==> src/design/apss_pkg.sv <==
`timescale 1ns / 1ps

package apss_pkg;

	// Default geometry of the page atlas.
	localparam int PAGE_PIXELS           = 120;
	localparam int SHARD_SIDE_PAGES      = 512;
	localparam int LEVEL_COUNT           = 10;
	localparam int PAGES_PER_AXIS_BUDGET = 2;

	// Field widths of the input and result beats.
	localparam int RECT_W   = 18;
	localparam int LVL_W    = 4;
	localparam int COL_W    = 11;
	localparam int SHARD_W  = 5;
	localparam int CELL_W   = 19;
	localparam int CROPXY_W = 7;
	localparam int CROPWH_W = 8;

	// The right edge x + w - 1 of an 18-bit rectangle always fits in 19 bits.
	localparam int DIV_W     = RECT_W + 1;
	localparam int DIV_LANES = 4;

	// Lane order within the divider.
	localparam int LANE_X0 = 0;
	localparam int LANE_Y0 = 1;
	localparam int LANE_X1 = 2;
	localparam int LANE_Y1 = 3;

	typedef enum logic [2:0] {
		ST_IDLE,
		ST_DIV,
		ST_SEARCH,
		ST_CROP,
		ST_CLIP,
		ST_PAGE,
		ST_LOAD,
		ST_OUT
	} state_t;

	typedef struct packed {
		logic               in_grid;
		logic [SHARD_W-1:0] shard;
		logic [CELL_W-1:0]  cell_idx;
	} page_res_t;

endpackage

==> src/design/apss_div.sv <==
`timescale 1ns / 1ps

// Division of four operands by the constant page size. One shared multiplier
// takes the operands in turn, one per cycle, and multiplies by a reciprocal
// scaled so that the truncated product is the exact quotient for any 19-bit
// operand.
module apss_div #(
	parameter int PAGE_PIXELS = apss_pkg::PAGE_PIXELS
) (
	input  logic                                                  clk,
	input  logic                                                  arst_n,
	input  logic                                                  start,
	input  logic [apss_pkg::DIV_LANES-1:0][apss_pkg::DIV_W-1:0]   opnd,
	output logic                                                  done,
	output logic [apss_pkg::DIV_LANES-1:0][apss_pkg::DIV_W-1:0]   quot
);

	localparam int SH  = apss_pkg::DIV_W + $clog2(PAGE_PIXELS);
	localparam int RCW = apss_pkg::DIV_W + 2;
	localparam int PW  = apss_pkg::DIV_W + RCW;
	localparam int LW  = $clog2(apss_pkg::DIV_LANES);
	localparam longint unsigned RECIP_L =
		((64'd1 << SH) + 64'(PAGE_PIXELS) - 64'd1) / 64'(PAGE_PIXELS);
	localparam logic [RCW-1:0] RECIP = RCW'(RECIP_L);

	logic                                                busy_q;
	logic                                                done_q;
	logic [LW-1:0]                                       lane_q;
	logic [apss_pkg::DIV_LANES-1:0][apss_pkg::DIV_W-1:0] num_q;
	logic [apss_pkg::DIV_LANES-1:0][apss_pkg::DIV_W-1:0] quot_q;
	logic [PW-1:0]                                       prod;

	assign prod = PW'(num_q[lane_q]) * PW'(RECIP);

	always_ff @(posedge clk or negedge arst_n) begin
		if (!arst_n) begin
			busy_q <= 1'b0;
			done_q <= 1'b0;
			lane_q <= '0;
		end else begin
			done_q <= 1'b0;
			if (start) begin
				busy_q <= 1'b1;
				lane_q <= '0;
			end else if (busy_q) begin
				lane_q <= lane_q + LW'(1);
				if (lane_q == LW'(apss_pkg::DIV_LANES - 1)) begin
					busy_q <= 1'b0;
					done_q <= 1'b1;
				end
			end
		end
	end

	always_ff @(posedge clk) begin
		if (start) begin
			num_q <= opnd;
		end else if (busy_q) begin
			quot_q[lane_q] <= apss_pkg::DIV_W'(prod >> SH);
		end
	end

	assign done = done_q;
	assign quot = quot_q;

endmodule

==> src/design/apss_page.sv <==
`timescale 1ns / 1ps

// Shard and cell lookup for one page. The page coordinate is split into shard
// and offset before the register; the cell index is formed behind it.
module apss_page #(
	parameter int AXW = 10
) (
	input  logic                          clk,
	input  logic                          en,
	input  logic [apss_pkg::DIV_W-1:0]    pc,
	input  logic [apss_pkg::DIV_W-1:0]    pr,
	input  logic [AXW-1:0]                axis,
	input  logic [apss_pkg::CELL_W-1:0]   base,
	output apss_pkg::page_res_t           res
);

	localparam int MXW = AXW + 2;

	logic [MXW-1:0]                     m1;
	logic [MXW-1:0]                     m2;
	logic [MXW-1:0]                     m3;
	logic [MXW-1:0]                     m4;
	logic [1:0][apss_pkg::DIV_W-1:0]    v;
	logic [1:0][1:0]                    q;
	logic [1:0][AXW-1:0]                r;
	logic [1:0][MXW-1:0]                sub;
	logic                               in_grid;
	logic                               inside_s1;
	logic [1:0]                         qc_s1;
	logic [1:0]                         qr_s1;
	logic [AXW-1:0]                     rc_s1;
	logic [AXW-1:0]                     rr_s1;
	logic [2*AXW-1:0]                   prod;
	logic [apss_pkg::CELL_W-1:0]        cell_sum;

	assign m1 = MXW'(axis);
	assign m2 = m1 << 1;
	assign m3 = m1 + m2;
	assign m4 = m1 << 2;
	assign v[0] = pc;
	assign v[1] = pr;

	// Inside the grid the coordinate is below four shard sides, so three
	// compares give the shard quotient.
	always_comb begin
		for (int k = 0; k < 2; k++) begin
			if (v[k] >= apss_pkg::DIV_W'(m3)) begin
				q[k]   = 2'd3;
				sub[k] = m3;
			end else if (v[k] >= apss_pkg::DIV_W'(m2)) begin
				q[k]   = 2'd2;
				sub[k] = m2;
			end else if (v[k] >= apss_pkg::DIV_W'(m1)) begin
				q[k]   = 2'd1;
				sub[k] = m1;
			end else begin
				q[k]   = 2'd0;
				sub[k] = '0;
			end
			r[k] = AXW'(v[k] - apss_pkg::DIV_W'(sub[k]));
		end
	end

	assign in_grid = (axis != '0) && (pc < apss_pkg::DIV_W'(m4)) &&
		(pr < apss_pkg::DIV_W'(m4));

	always_ff @(posedge clk) begin
		if (en) begin
			inside_s1 <= in_grid;
			qc_s1     <= q[0];
			qr_s1     <= q[1];
			rc_s1     <= r[0];
			rr_s1     <= r[1];
		end
	end

	assign prod     = (2*AXW)'(rr_s1) * (2*AXW)'(axis);
	assign cell_sum = base + apss_pkg::CELL_W'(prod) + apss_pkg::CELL_W'(rc_s1);

	assign res.in_grid  = inside_s1;
	assign res.shard    = inside_s1 ? apss_pkg::SHARD_W'({qr_s1, qc_s1}) + apss_pkg::SHARD_W'(1)
		: '0;
	assign res.cell_idx = inside_s1 ? cell_sum : '0;

endmodule

==> src/design/atlas_page_span_select_unit.sv <==
`timescale 1ns / 1ps

// Atlas page span selector.
// One rectangle (rect_x, rect_y, rect_w, rect_h) is taken per input beat on
// in_valid/in_ready. The block picks the finest mip level at which the
// rectangle spans at most the page budget on each axis and sends one result
// beat per page of that span, row-major, on out_valid/out_ready, with last set
// on the final beat. If no level fits, a single beat with status 1 is sent.
// The four page quotients come from one shared reciprocal multiplier, one
// operand at a time; the level search then shifts them one level per cycle.
// Then the crop offset and clipped crop size are formed, and each page passes
// through the shard lookup and a result load before its beat, the next page
// once the previous beat is taken. A no-fit result goes straight to output.
// One rectangle is processed at a time: in_ready is high only while idle,
// and returns the cycle after the last result beat is taken.
// A stalled receiver simply holds the block with the result beat steady.
// Reset returns the block to idle with no result pending; no memory is
// cleared.
module atlas_page_span_select_unit #(
	parameter int PAGE_PIXELS           = apss_pkg::PAGE_PIXELS,
	parameter int SHARD_SIDE_PAGES      = apss_pkg::SHARD_SIDE_PAGES,
	parameter int LEVEL_COUNT           = apss_pkg::LEVEL_COUNT,
	parameter int PAGES_PER_AXIS_BUDGET = apss_pkg::PAGES_PER_AXIS_BUDGET
) (
	input  logic                            clk,
	input  logic                            arst_n,
	input  logic                            in_valid,
	output logic                            in_ready,
	input  logic [apss_pkg::RECT_W-1:0]     rect_x,
	input  logic [apss_pkg::RECT_W-1:0]     rect_y,
	input  logic [apss_pkg::RECT_W-1:0]     rect_w,
	input  logic [apss_pkg::RECT_W-1:0]     rect_h,
	output logic                            out_valid,
	input  logic                            out_ready,
	output logic                            status,
	output logic [apss_pkg::LVL_W-1:0]      mip_level,
	output logic [apss_pkg::COL_W-1:0]      page_col,
	output logic [apss_pkg::COL_W-1:0]      page_row,
	output logic [apss_pkg::SHARD_W-1:0]    shard_num,
	output logic [apss_pkg::CELL_W-1:0]     cell_index,
	output logic                            page_inside,
	output logic [apss_pkg::CROPXY_W-1:0]   crop_x,
	output logic [apss_pkg::CROPXY_W-1:0]   crop_y,
	output logic [apss_pkg::CROPWH_W-1:0]   crop_w,
	output logic [apss_pkg::CROPWH_W-1:0]   crop_h,
	output logic                            last
);

	localparam int RW   = apss_pkg::RECT_W;
	localparam int DW   = apss_pkg::DIV_W;
	localparam int CLW  = apss_pkg::CELL_W;
	localparam int PPW  = $clog2(PAGE_PIXELS + 1);
	localparam int SXW  = $clog2(PAGE_PIXELS);
	localparam int NW   = $clog2(PAGES_PER_AXIS_BUDGET + 1);
	localparam int AXW  = $clog2(SHARD_SIDE_PAGES + 1);
	localparam int MW   = DW + PPW;
	localparam int CWW  = NW + PPW;
	localparam logic [apss_pkg::LVL_W-1:0] LAST_LVL = apss_pkg::LVL_W'(LEVEL_COUNT - 1);

	apss_pkg::state_t state_q;
	apss_pkg::state_t state_d;

	logic                                                div_start;
	logic                                                div_done;
	logic [apss_pkg::DIV_LANES-1:0][DW-1:0]              div_opnd;
	logic [apss_pkg::DIV_LANES-1:0][DW-1:0]              div_quot;
	logic                                                page_en;
	apss_pkg::page_res_t                                 page_res;

	logic [RW-1:0]                w_in;
	logic [RW-1:0]                h_in;
	logic [RW-1:0]                xs_q;
	logic [RW-1:0]                ys_q;
	logic [RW-1:0]                ws_q;
	logic [RW-1:0]                hs_q;
	logic [DW-1:0]                qa_q;
	logic [DW-1:0]                qb_q;
	logic [DW-1:0]                qc_q;
	logic [DW-1:0]                qd_q;
	logic [apss_pkg::LVL_W-1:0]   lvl_q;
	logic [AXW-1:0]               axis_q;
	logic [CLW-1:0]               base_q;
	logic [2*AXW-1:0]             axis_sq;
	logic                         fit;
	logic [MW-1:0]                apx;
	logic [MW-1:0]                bpy;
	logic [SXW-1:0]               sx_q;
	logic [SXW-1:0]               sy_q;
	logic [NW-1:0]                nx_q;
	logic [NW-1:0]                ny_q;
	logic [CWW-1:0]               cw_full;
	logic [CWW-1:0]               ch_full;
	logic [RW-1:0]                sw0;
	logic [RW-1:0]                sh0;
	logic [RW:0]                  sumw;
	logic [RW:0]                  sumh;
	logic [RW:0]                  clipw;
	logic [RW:0]                  cliph;
	logic [NW-1:0]                i_q;
	logic [NW-1:0]                j_q;
	logic [DW-1:0]                pc;
	logic [DW-1:0]                pr;
	logic                         last_page;

	logic                               status_q;
	logic [apss_pkg::LVL_W-1:0]         mip_q;
	logic [apss_pkg::COL_W-1:0]         col_q;
	logic [apss_pkg::COL_W-1:0]         row_q;
	logic [apss_pkg::SHARD_W-1:0]       shard_q;
	logic [CLW-1:0]                     cell_q;
	logic                               inside_q;
	logic [apss_pkg::CROPWH_W-1:0]      cw_q;
	logic [apss_pkg::CROPWH_W-1:0]      ch_q;
	logic                               last_q;

	// A zero size counts as one pixel.
	assign w_in = (rect_w == '0) ? RW'(1) : rect_w;
	assign h_in = (rect_h == '0) ? RW'(1) : rect_h;

	assign div_opnd[apss_pkg::LANE_X0] = DW'(rect_x);
	assign div_opnd[apss_pkg::LANE_Y0] = DW'(rect_y);
	assign div_opnd[apss_pkg::LANE_X1] = DW'(rect_x) + DW'(w_in) - DW'(1);
	assign div_opnd[apss_pkg::LANE_Y1] = DW'(rect_y) + DW'(h_in) - DW'(1);

	apss_div #(
		.PAGE_PIXELS(PAGE_PIXELS)
	) u_div (
		.clk    (clk),
		.arst_n (arst_n),
		.start  (div_start),
		.opnd   (div_opnd),
		.done   (div_done),
		.quot   (div_quot)
	);

	// Page indices at level L are the level-0 quotients shifted right by L,
	// so each search step only shifts and compares.
	assign fit = ((qc_q - qa_q) < DW'(PAGES_PER_AXIS_BUDGET)) &&
		((qd_q - qb_q) < DW'(PAGES_PER_AXIS_BUDGET));
	assign axis_sq = (2*AXW)'(axis_q) * (2*AXW)'(axis_q);

	// Offset into the first page is (x >> L) minus the page origin at that level.
	assign apx = MW'(qa_q) * MW'(PAGE_PIXELS);
	assign bpy = MW'(qb_q) * MW'(PAGE_PIXELS);

	assign cw_full = CWW'(nx_q) * CWW'(PAGE_PIXELS);
	assign ch_full = CWW'(ny_q) * CWW'(PAGE_PIXELS);
	assign sw0     = (ws_q == '0) ? RW'(1) : ws_q;
	assign sh0     = (hs_q == '0) ? RW'(1) : hs_q;
	assign sumw    = (RW+1)'(sx_q) + (RW+1)'(sw0);
	assign sumh    = (RW+1)'(sy_q) + (RW+1)'(sh0);
	assign clipw   = (sumw > (RW+1)'(cw_full)) ? (RW+1)'(cw_full) - (RW+1)'(sx_q)
		: (RW+1)'(sw0);
	assign cliph   = (sumh > (RW+1)'(ch_full)) ? (RW+1)'(ch_full) - (RW+1)'(sy_q)
		: (RW+1)'(sh0);

	assign pc        = qa_q + DW'(i_q);
	assign pr        = qb_q + DW'(j_q);
	assign last_page = (i_q == nx_q - NW'(1)) && (j_q == ny_q - NW'(1));

	apss_page #(
		.AXW(AXW)
	) u_page (
		.clk  (clk),
		.en   (page_en),
		.pc   (pc),
		.pr   (pr),
		.axis (axis_q),
		.base (base_q),
		.res  (page_res)
	);

	always_ff @(posedge clk or negedge arst_n) begin
		if (!arst_n) begin
			state_q <= apss_pkg::ST_IDLE;
		end else begin
			state_q <= state_d;
		end
	end

	always_comb begin
		state_d   = state_q;
		div_start = 1'b0;
		page_en   = 1'b0;
		unique case (state_q)
			apss_pkg::ST_IDLE: begin
				if (in_valid) begin
					div_start = 1'b1;
					state_d   = apss_pkg::ST_DIV;
				end
			end
			apss_pkg::ST_DIV: begin
				if (div_done) begin
					state_d = apss_pkg::ST_SEARCH;
				end
			end
			apss_pkg::ST_SEARCH: begin
				if (fit) begin
					state_d = apss_pkg::ST_CROP;
				end else if (lvl_q == LAST_LVL) begin
					state_d = apss_pkg::ST_OUT;
				end
			end
			apss_pkg::ST_CROP: state_d = apss_pkg::ST_CLIP;
			apss_pkg::ST_CLIP: state_d = apss_pkg::ST_PAGE;
			apss_pkg::ST_PAGE: begin
				page_en = 1'b1;
				state_d = apss_pkg::ST_LOAD;
			end
			apss_pkg::ST_LOAD: state_d = apss_pkg::ST_OUT;
			apss_pkg::ST_OUT: begin
				if (out_ready) begin
					state_d = last_q ? apss_pkg::ST_IDLE : apss_pkg::ST_PAGE;
				end
			end
			default: state_d = apss_pkg::ST_IDLE;
		endcase
	end

	always_ff @(posedge clk) begin
		unique case (state_q)
			apss_pkg::ST_IDLE: begin
				if (in_valid) begin
					xs_q <= rect_x;
					ys_q <= rect_y;
					ws_q <= w_in;
					hs_q <= h_in;
				end
			end
			apss_pkg::ST_DIV: begin
				if (div_done) begin
					qa_q   <= div_quot[apss_pkg::LANE_X0];
					qb_q   <= div_quot[apss_pkg::LANE_Y0];
					qc_q   <= div_quot[apss_pkg::LANE_X1];
					qd_q   <= div_quot[apss_pkg::LANE_Y1];
					lvl_q  <= '0;
					axis_q <= AXW'(SHARD_SIDE_PAGES);
					base_q <= '0;
				end
			end
			apss_pkg::ST_SEARCH: begin
				if (!fit && lvl_q == LAST_LVL) begin
					status_q <= 1'b1;
					mip_q    <= '0;
					col_q    <= '0;
					row_q    <= '0;
					shard_q  <= '0;
					cell_q   <= '0;
					inside_q <= 1'b0;
					sx_q     <= '0;
					sy_q     <= '0;
					cw_q     <= '0;
					ch_q     <= '0;
					last_q   <= 1'b1;
				end else if (!fit) begin
					qa_q   <= qa_q >> 1;
					qb_q   <= qb_q >> 1;
					qc_q   <= qc_q >> 1;
					qd_q   <= qd_q >> 1;
					xs_q   <= xs_q >> 1;
					ys_q   <= ys_q >> 1;
					ws_q   <= ws_q >> 1;
					hs_q   <= hs_q >> 1;
					lvl_q  <= lvl_q + apss_pkg::LVL_W'(1);
					axis_q <= axis_q >> 1;
					base_q <= base_q + CLW'(axis_sq);
				end
			end
			apss_pkg::ST_CROP: begin
				sx_q <= SXW'(MW'(xs_q) - apx);
				sy_q <= SXW'(MW'(ys_q) - bpy);
				nx_q <= NW'(qc_q - qa_q) + NW'(1);
				ny_q <= NW'(qd_q - qb_q) + NW'(1);
			end
			apss_pkg::ST_CLIP: begin
				cw_q <= apss_pkg::CROPWH_W'(clipw);
				ch_q <= apss_pkg::CROPWH_W'(cliph);
				i_q  <= '0;
				j_q  <= '0;
			end
			apss_pkg::ST_PAGE: begin
			end
			apss_pkg::ST_LOAD: begin
				status_q <= 1'b0;
				mip_q    <= lvl_q;
				col_q    <= apss_pkg::COL_W'(pc);
				row_q    <= apss_pkg::COL_W'(pr);
				shard_q  <= page_res.shard;
				cell_q   <= page_res.cell_idx;
				inside_q <= page_res.in_grid;
				last_q   <= last_page;
			end
			apss_pkg::ST_OUT: begin
				if (out_ready && !last_q) begin
					if (i_q == nx_q - NW'(1)) begin
						i_q <= '0;
						j_q <= j_q + NW'(1);
					end else begin
						i_q <= i_q + NW'(1);
					end
				end
			end
			default: begin
			end
		endcase
	end

	assign in_ready    = (state_q == apss_pkg::ST_IDLE);
	assign out_valid   = (state_q == apss_pkg::ST_OUT);
	assign status      = status_q;
	assign mip_level   = mip_q;
	assign page_col    = col_q;
	assign page_row    = row_q;
	assign shard_num   = shard_q;
	assign cell_index  = cell_q;
	assign page_inside = inside_q;
	assign crop_x      = apss_pkg::CROPXY_W'(sx_q);
	assign crop_y      = apss_pkg::CROPXY_W'(sy_q);
	assign crop_w      = cw_q;
	assign crop_h      = ch_q;
	assign last        = last_q;

	a_accept_starts_div: assert property (@(posedge clk) disable iff (!arst_n)
		(in_valid && in_ready) |=> (state_q == apss_pkg::ST_DIV))
		else $error("accepted rectangle did not start the divider");

	a_div_done_in_div: assert property (@(posedge clk) disable iff (!arst_n)
		div_done |-> (state_q == apss_pkg::ST_DIV))
		else $error("divider finished outside its state");

	a_nofit_form: assert property (@(posedge clk) disable iff (!arst_n)
		(out_valid && status) |-> (last && !page_inside && mip_level == '0))
		else $error("no-fit beat is malformed");

	a_outside_zero: assert property (@(posedge clk) disable iff (!arst_n)
		(out_valid && !page_inside) |-> (shard_num == '0 && cell_index == '0))
		else $error("page outside the grid carries a shard or cell");

	a_inside_shard: assert property (@(posedge clk) disable iff (!arst_n)
		(out_valid && page_inside) |-> (shard_num != '0 && !status))
		else $error("page inside the grid has no shard");

endmodule

==> config.mk <==
export PLATFORM = sky130hd
export DESIGN_NAME = atlas_page_span_select_unit
export DESIGN_NICKNAME = d
export VERILOG_FILES = /design/src/design/apss_pkg.sv /design/src/design/apss_div.sv /design/src/design/apss_page.sv /design/src/design/atlas_page_span_select_unit.sv
export SDC_FILE = /design/constraint.sdc
export NUM_CORES = 2
export LEC_CHECK = 0
export BUFFER_PORTS_ARGS = -buffer_cell sky130_fd_sc_hd__buf_2
export CAP_MARGIN = 5
export CORE_MARGIN = 8
export CORE_UTILIZATION = 52
export CTS_CLUSTER_DIAMETER = 80
export CTS_CLUSTER_SIZE = 28
export DETAILED_ROUTE_END_ITERATION = 12
export GPL_TIMING_DRIVEN = 0
export PLACE_DENSITY = 0.79
export RECOVER_POWER = 100
export SLEW_MARGIN = 20
export SYNTH_ARGS = -nofsm -noshare
export SYNTH_HDL_FRONTEND = slang
export SYNTH_HIERARCHICAL = 1
export SYNTH_SLANG_ARGS = --single-unit
==> constraint.sdc <==
create_clock -name clk -period 13.8 [get_ports clk]
set_input_delay 2.07 -clock clk [delete_from_list [all_inputs] [get_ports clk]]
set_output_delay 2.07 -clock clk [all_outputs]
set_load 0.01 [all_outputs]
==> flow_metrics.tcl <==
set metrics [dict create \
    drt-vias-per-instance 5.66 \
    nets 4852 \
    clock_tree.htree_level_count 1 \
    finalCritPeriodShare 0.577 \
    timing.final.crit_period_ps 7960 \
    ff2ff_path_depth 18 \
    clk_transition_reported_paths_ps 110 \
    post_cts.resized_instances 0 \
    fin_worst_skew_ps 42.0 \
    first_global_vias 28800 \
    fp-row-count 99 \
    antenna_found_initial 4 \
    dominantRegCellSynth "sky130_fd_sc_hd__edfxtp_1" \
    clk_path_buf_depth 3 \
    cp-startpoint "u_div/lane_q[0]" \
    rsz0062_at_grt "false" \
    drive_above_1_share 0.0433 \
    synth_async_sr_flop_share 0.0162 \
    finalSetupViolations 0 \
    routed_wire_per_std_cell_microns 19.4 \
    critPathCaptureType "flop" \
    r2r_end "u_div/quot[69]" \
    ys_seq_area_frac 0.342 \
    syn_avg_cell_area_sq_um 9.84 \
    via_count 28700 \
    worst_path_slowest_cell "sky130_fd_sc_hd__clkbuf_1" \
    cts-buffers-inserted 30 \
    run_status "finished with violations" \
    cts_tree "built" \
    clock_tree.root_cell "sky130_fd_sc_hd__clkbuf_16" \
    timing_max_transition_violations_final 207 \
    insertion_delay_ps 660 \
    grt_start_max_net_pins 54 \
    routed_wire_length_mm 98.7 \
    maxCapViolations 5 \
    ff2ff_setup_slack_ps 5840 \
    layout-area-overhead-vs-synth_pct 8.27 \
    drt_first_iter_violations 2418 \
    place.detailed.hpwl_mm 80.3 \
    initial_core_util 0.522 \
    gp_congestion 0.973 \
    cts.hold.buffers_added 0 \
    timing.critical_path.arrival_ps 8350 \
    drt_drc_violations_left 0 \
    synth.ff_latch_count 432 \
    timing.final.hold_violations 0 \
    io-pin-count 161 \
    critPathTopFamily "adder cells" \
    cts_setup_buffers 0 \
    number_of_flops_mapped_to_enable_cells_by_yosys 425 \
    ff_latch_area_sq_um 12900 \
    tightest_slew_ps 3050 \
    post_route_ant_nets 0 \
    maximum_single_stage_delay_on_the_critical_path_ps 840 \
    required_ps 14200 \
    path_depth 18 \
    failed_checks "capacitance limit, slew limit" \
    crit_path_end "u_div/quot[69]" \
    syn_inst 3850 \
    startpoint_type "flop" \
    detailedRoute.firstPassIterationCount 7 \
    grt-ovfl-total 0 \
    critical_path.max_fanout 10 \
    port_buffers 160 \
    fill_cells 6376 \
    hold_class "flop to flop" \
    die_outline_height_microns 286 \
    synth.distinct_cells 97 \
    grtUsageTotal 0.235 \
    cp.buffers_inverters 4 \
    path_cells "clkbuf_1, clkbuf_1, mux4_2, ha_1, inv_1, fa_1, inv_1, fa_1, fa_1, fa_1, ha_1, nand4_1, nor3_1, o21ai_0, a311oi_1, nor3_1, o41ai_1, xor2_1" \
    timing.rr.start "u_div/lane_q[0]" \
    max_freq_mhz 126 \
    design.die.area_sq_um 81700 \
    global_route_wire_length_before_repair_mm 154 \
    multi_input_area_sq_um 22000 \
    die_w_microns 286 \
    maxSlewHeadroom -1.03 \
    crit_path_frequent_cell "sky130_fd_sc_hd__fa_1" \
    crit_type "flop to flop" \
    post_synth_instance_area_sq_um 37900 \
    synth-warning-count 6 \
    core_region_area_sq_um 72600 \
    clock-sinks 432 \
    holdWs_ps 501 \
]
sequential cells by signal, indices dropped and copies added (netlist names), 19 cells and up:
name	count
base_q	19
u_div/num_q	76
qb_q	19
qc_q	19
u_div/quot	52
qa_q	19
cell_index	19
qd_q	19
per-stage QoR:
step,setup TNS [ps],std cells,area [sq um],setup WS (ps),util
2_1_floorplan,0,3874,38000,1170,-
4_1_cts,0,5070,41400,6190,0.570
3_5_place_dp,0,5014,40200,6290,0.554
5_1_grt,0,5070,41000,5300,0.565
6_report,0,5074,41000,5840,0.565
3_3_place_gp,-435250,4993,40000,-4000,0.551
worst min path at each step:
stage,startpoint,end,slack [ps],cells past startpoint
after global routing,ys_q[9],ys_q[8],530,2
after CTS,u_div/quot[69],qd_q[12],500,2
after global placement,u_div/quot[65],qd_q[8],500,2
after floorplan,u_div/quot[48],qc_q[10],490,2
after detailed placement,u_div/quot[65],qd_q[8],510,2
final,u_div/quot[68],qd_q[11],500,2
cells in the mapped netlist (8+ instances only):
library cell                number  area [sq um]
sky130_fd_sc_hd__a2111oi_0       8          70.1
sky130_fd_sc_hd__a211oi_1       12          90.1
sky130_fd_sc_hd__a21o_1         55           413
sky130_fd_sc_hd__a21oi_1       155           776
sky130_fd_sc_hd__a22oi_1         8          60.1
sky130_fd_sc_hd__a31oi_1        18           113
sky130_fd_sc_hd__and2_1        179          1120
sky130_fd_sc_hd__and3_1         18           113
sky130_fd_sc_hd__buf_1          10          37.5
sky130_fd_sc_hd__buf_4          27           203
sky130_fd_sc_hd__clkbuf_1       90           338
sky130_fd_sc_hd__edfxtp_1      425         12800
sky130_fd_sc_hd__fa_1          206          4120
sky130_fd_sc_hd__ha_1          483          6040
sky130_fd_sc_hd__inv_1         621          2330
sky130_fd_sc_hd__mux2i_1        15           150
sky130_fd_sc_hd__mux4_2         20           450
sky130_fd_sc_hd__nand2_1       417          1570
sky130_fd_sc_hd__nand2b_1       17           106
sky130_fd_sc_hd__nand3_1        56           280
sky130_fd_sc_hd__nand4_1        31           194
sky130_fd_sc_hd__nor2_1        163           612
sky130_fd_sc_hd__nor2b_1        42           263
sky130_fd_sc_hd__nor3_1         70           350
sky130_fd_sc_hd__nor4_1         34           213
sky130_fd_sc_hd__o211ai_1       12          90.1
sky130_fd_sc_hd__o21a_1         26           195
sky130_fd_sc_hd__o21ai_0       194           971
sky130_fd_sc_hd__o21bai_1       18           135
sky130_fd_sc_hd__o22ai_1         8          50.1
sky130_fd_sc_hd__o31ai_1        11          82.6
sky130_fd_sc_hd__o41ai_1         9          78.8
sky130_fd_sc_hd__or2_2          12          75.1
sky130_fd_sc_hd__or3_1          23           144
sky130_fd_sc_hd__xnor2_1       158          1380
sky130_fd_sc_hd__xor2_1         48           420
per-layer routing:
| layer | vias to the layer above | global-route usage | share of wire |
|---|---|---|---|
| met5 | - | 0 | 0.00020 |
| met4 | 2 | 0.0930 | 0.047 |
| met3 | 213 | 0.0372 | 0.081 |
| met2 | 1103 | 0.405 | 0.48 |
| met1 | 13900 | 0.296 | 0.40 |
| li1 | 13500 | - | - |
worst reg2reg max path: stages, from the launching register on:
cell,delay (ps)
sky130_fd_sc_hd__dfrtp_1,540
sky130_fd_sc_hd__clkbuf_1,690
sky130_fd_sc_hd__clkbuf_1,840
sky130_fd_sc_hd__mux4_2,740
sky130_fd_sc_hd__ha_1,360
sky130_fd_sc_hd__inv_1,60
sky130_fd_sc_hd__fa_1,420
sky130_fd_sc_hd__inv_1,110
sky130_fd_sc_hd__fa_1,510
sky130_fd_sc_hd__fa_1,570
sky130_fd_sc_hd__fa_1,500
sky130_fd_sc_hd__ha_1,330
sky130_fd_sc_hd__nand4_1,200
sky130_fd_sc_hd__nor3_1,330
sky130_fd_sc_hd__o21ai_0,210
sky130_fd_sc_hd__a311oi_1,300
sky130_fd_sc_hd__nor3_1,130
sky130_fd_sc_hd__o41ai_1,460
sky130_fd_sc_hd__xor2_1,390
cell usage in the layout (no fill, tap or decap), types with 38 or more instances in the layout:
cell type,netlist,routed
sky130_fd_sc_hd__a21o_1,55,55
sky130_fd_sc_hd__a21oi_1,155,157
sky130_fd_sc_hd__and2_0,0,60
sky130_fd_sc_hd__and2_1,179,119
sky130_fd_sc_hd__buf_2,7,38
sky130_fd_sc_hd__clkbuf_1,90,251
sky130_fd_sc_hd__edfxtp_1,425,425
sky130_fd_sc_hd__fa_1,206,206
sky130_fd_sc_hd__ha_1,483,483
sky130_fd_sc_hd__inv_1,621,621
sky130_fd_sc_hd__nand2_1,417,417
sky130_fd_sc_hd__nand3_1,56,56
sky130_fd_sc_hd__nor2_1,163,163
sky130_fd_sc_hd__nor2b_1,42,42
sky130_fd_sc_hd__nor3_1,70,70
sky130_fd_sc_hd__o21ai_0,194,197
sky130_fd_sc_hd__xnor2_1,158,158
sky130_fd_sc_hd__xor2_1,48,48
kinds of logic (layout without fill, tap and decap cells):
family          count (synthesis)  count (layout)  synth area share
compound gates                631             631             0.107
xor+xnor                      206             206            0.0476
fa+ha+maj                     689             689             0.268
buf+inv                       757             994            0.0781
flops                         432             432             0.342
mux                            36              36            0.0162
other cells                     2              30          0.000198
simple gates                 1097            1097             0.141
area by class of cell:
cell class,count,area share
clock buffer,34,0.0189
multi-input combinational,2685,0.537
inverter,622,0.0569
clock inverter,22,0.00964
antenna,4,0.000244
timing repair buffer,181,0.0176
sequential,432,0.315
buffer,135,0.0149
tap,959,0.0293
Power is left out: the tool's default activity adds up to more than one toggle a clock period on the data nets, which glitch-free logic cannot reach.
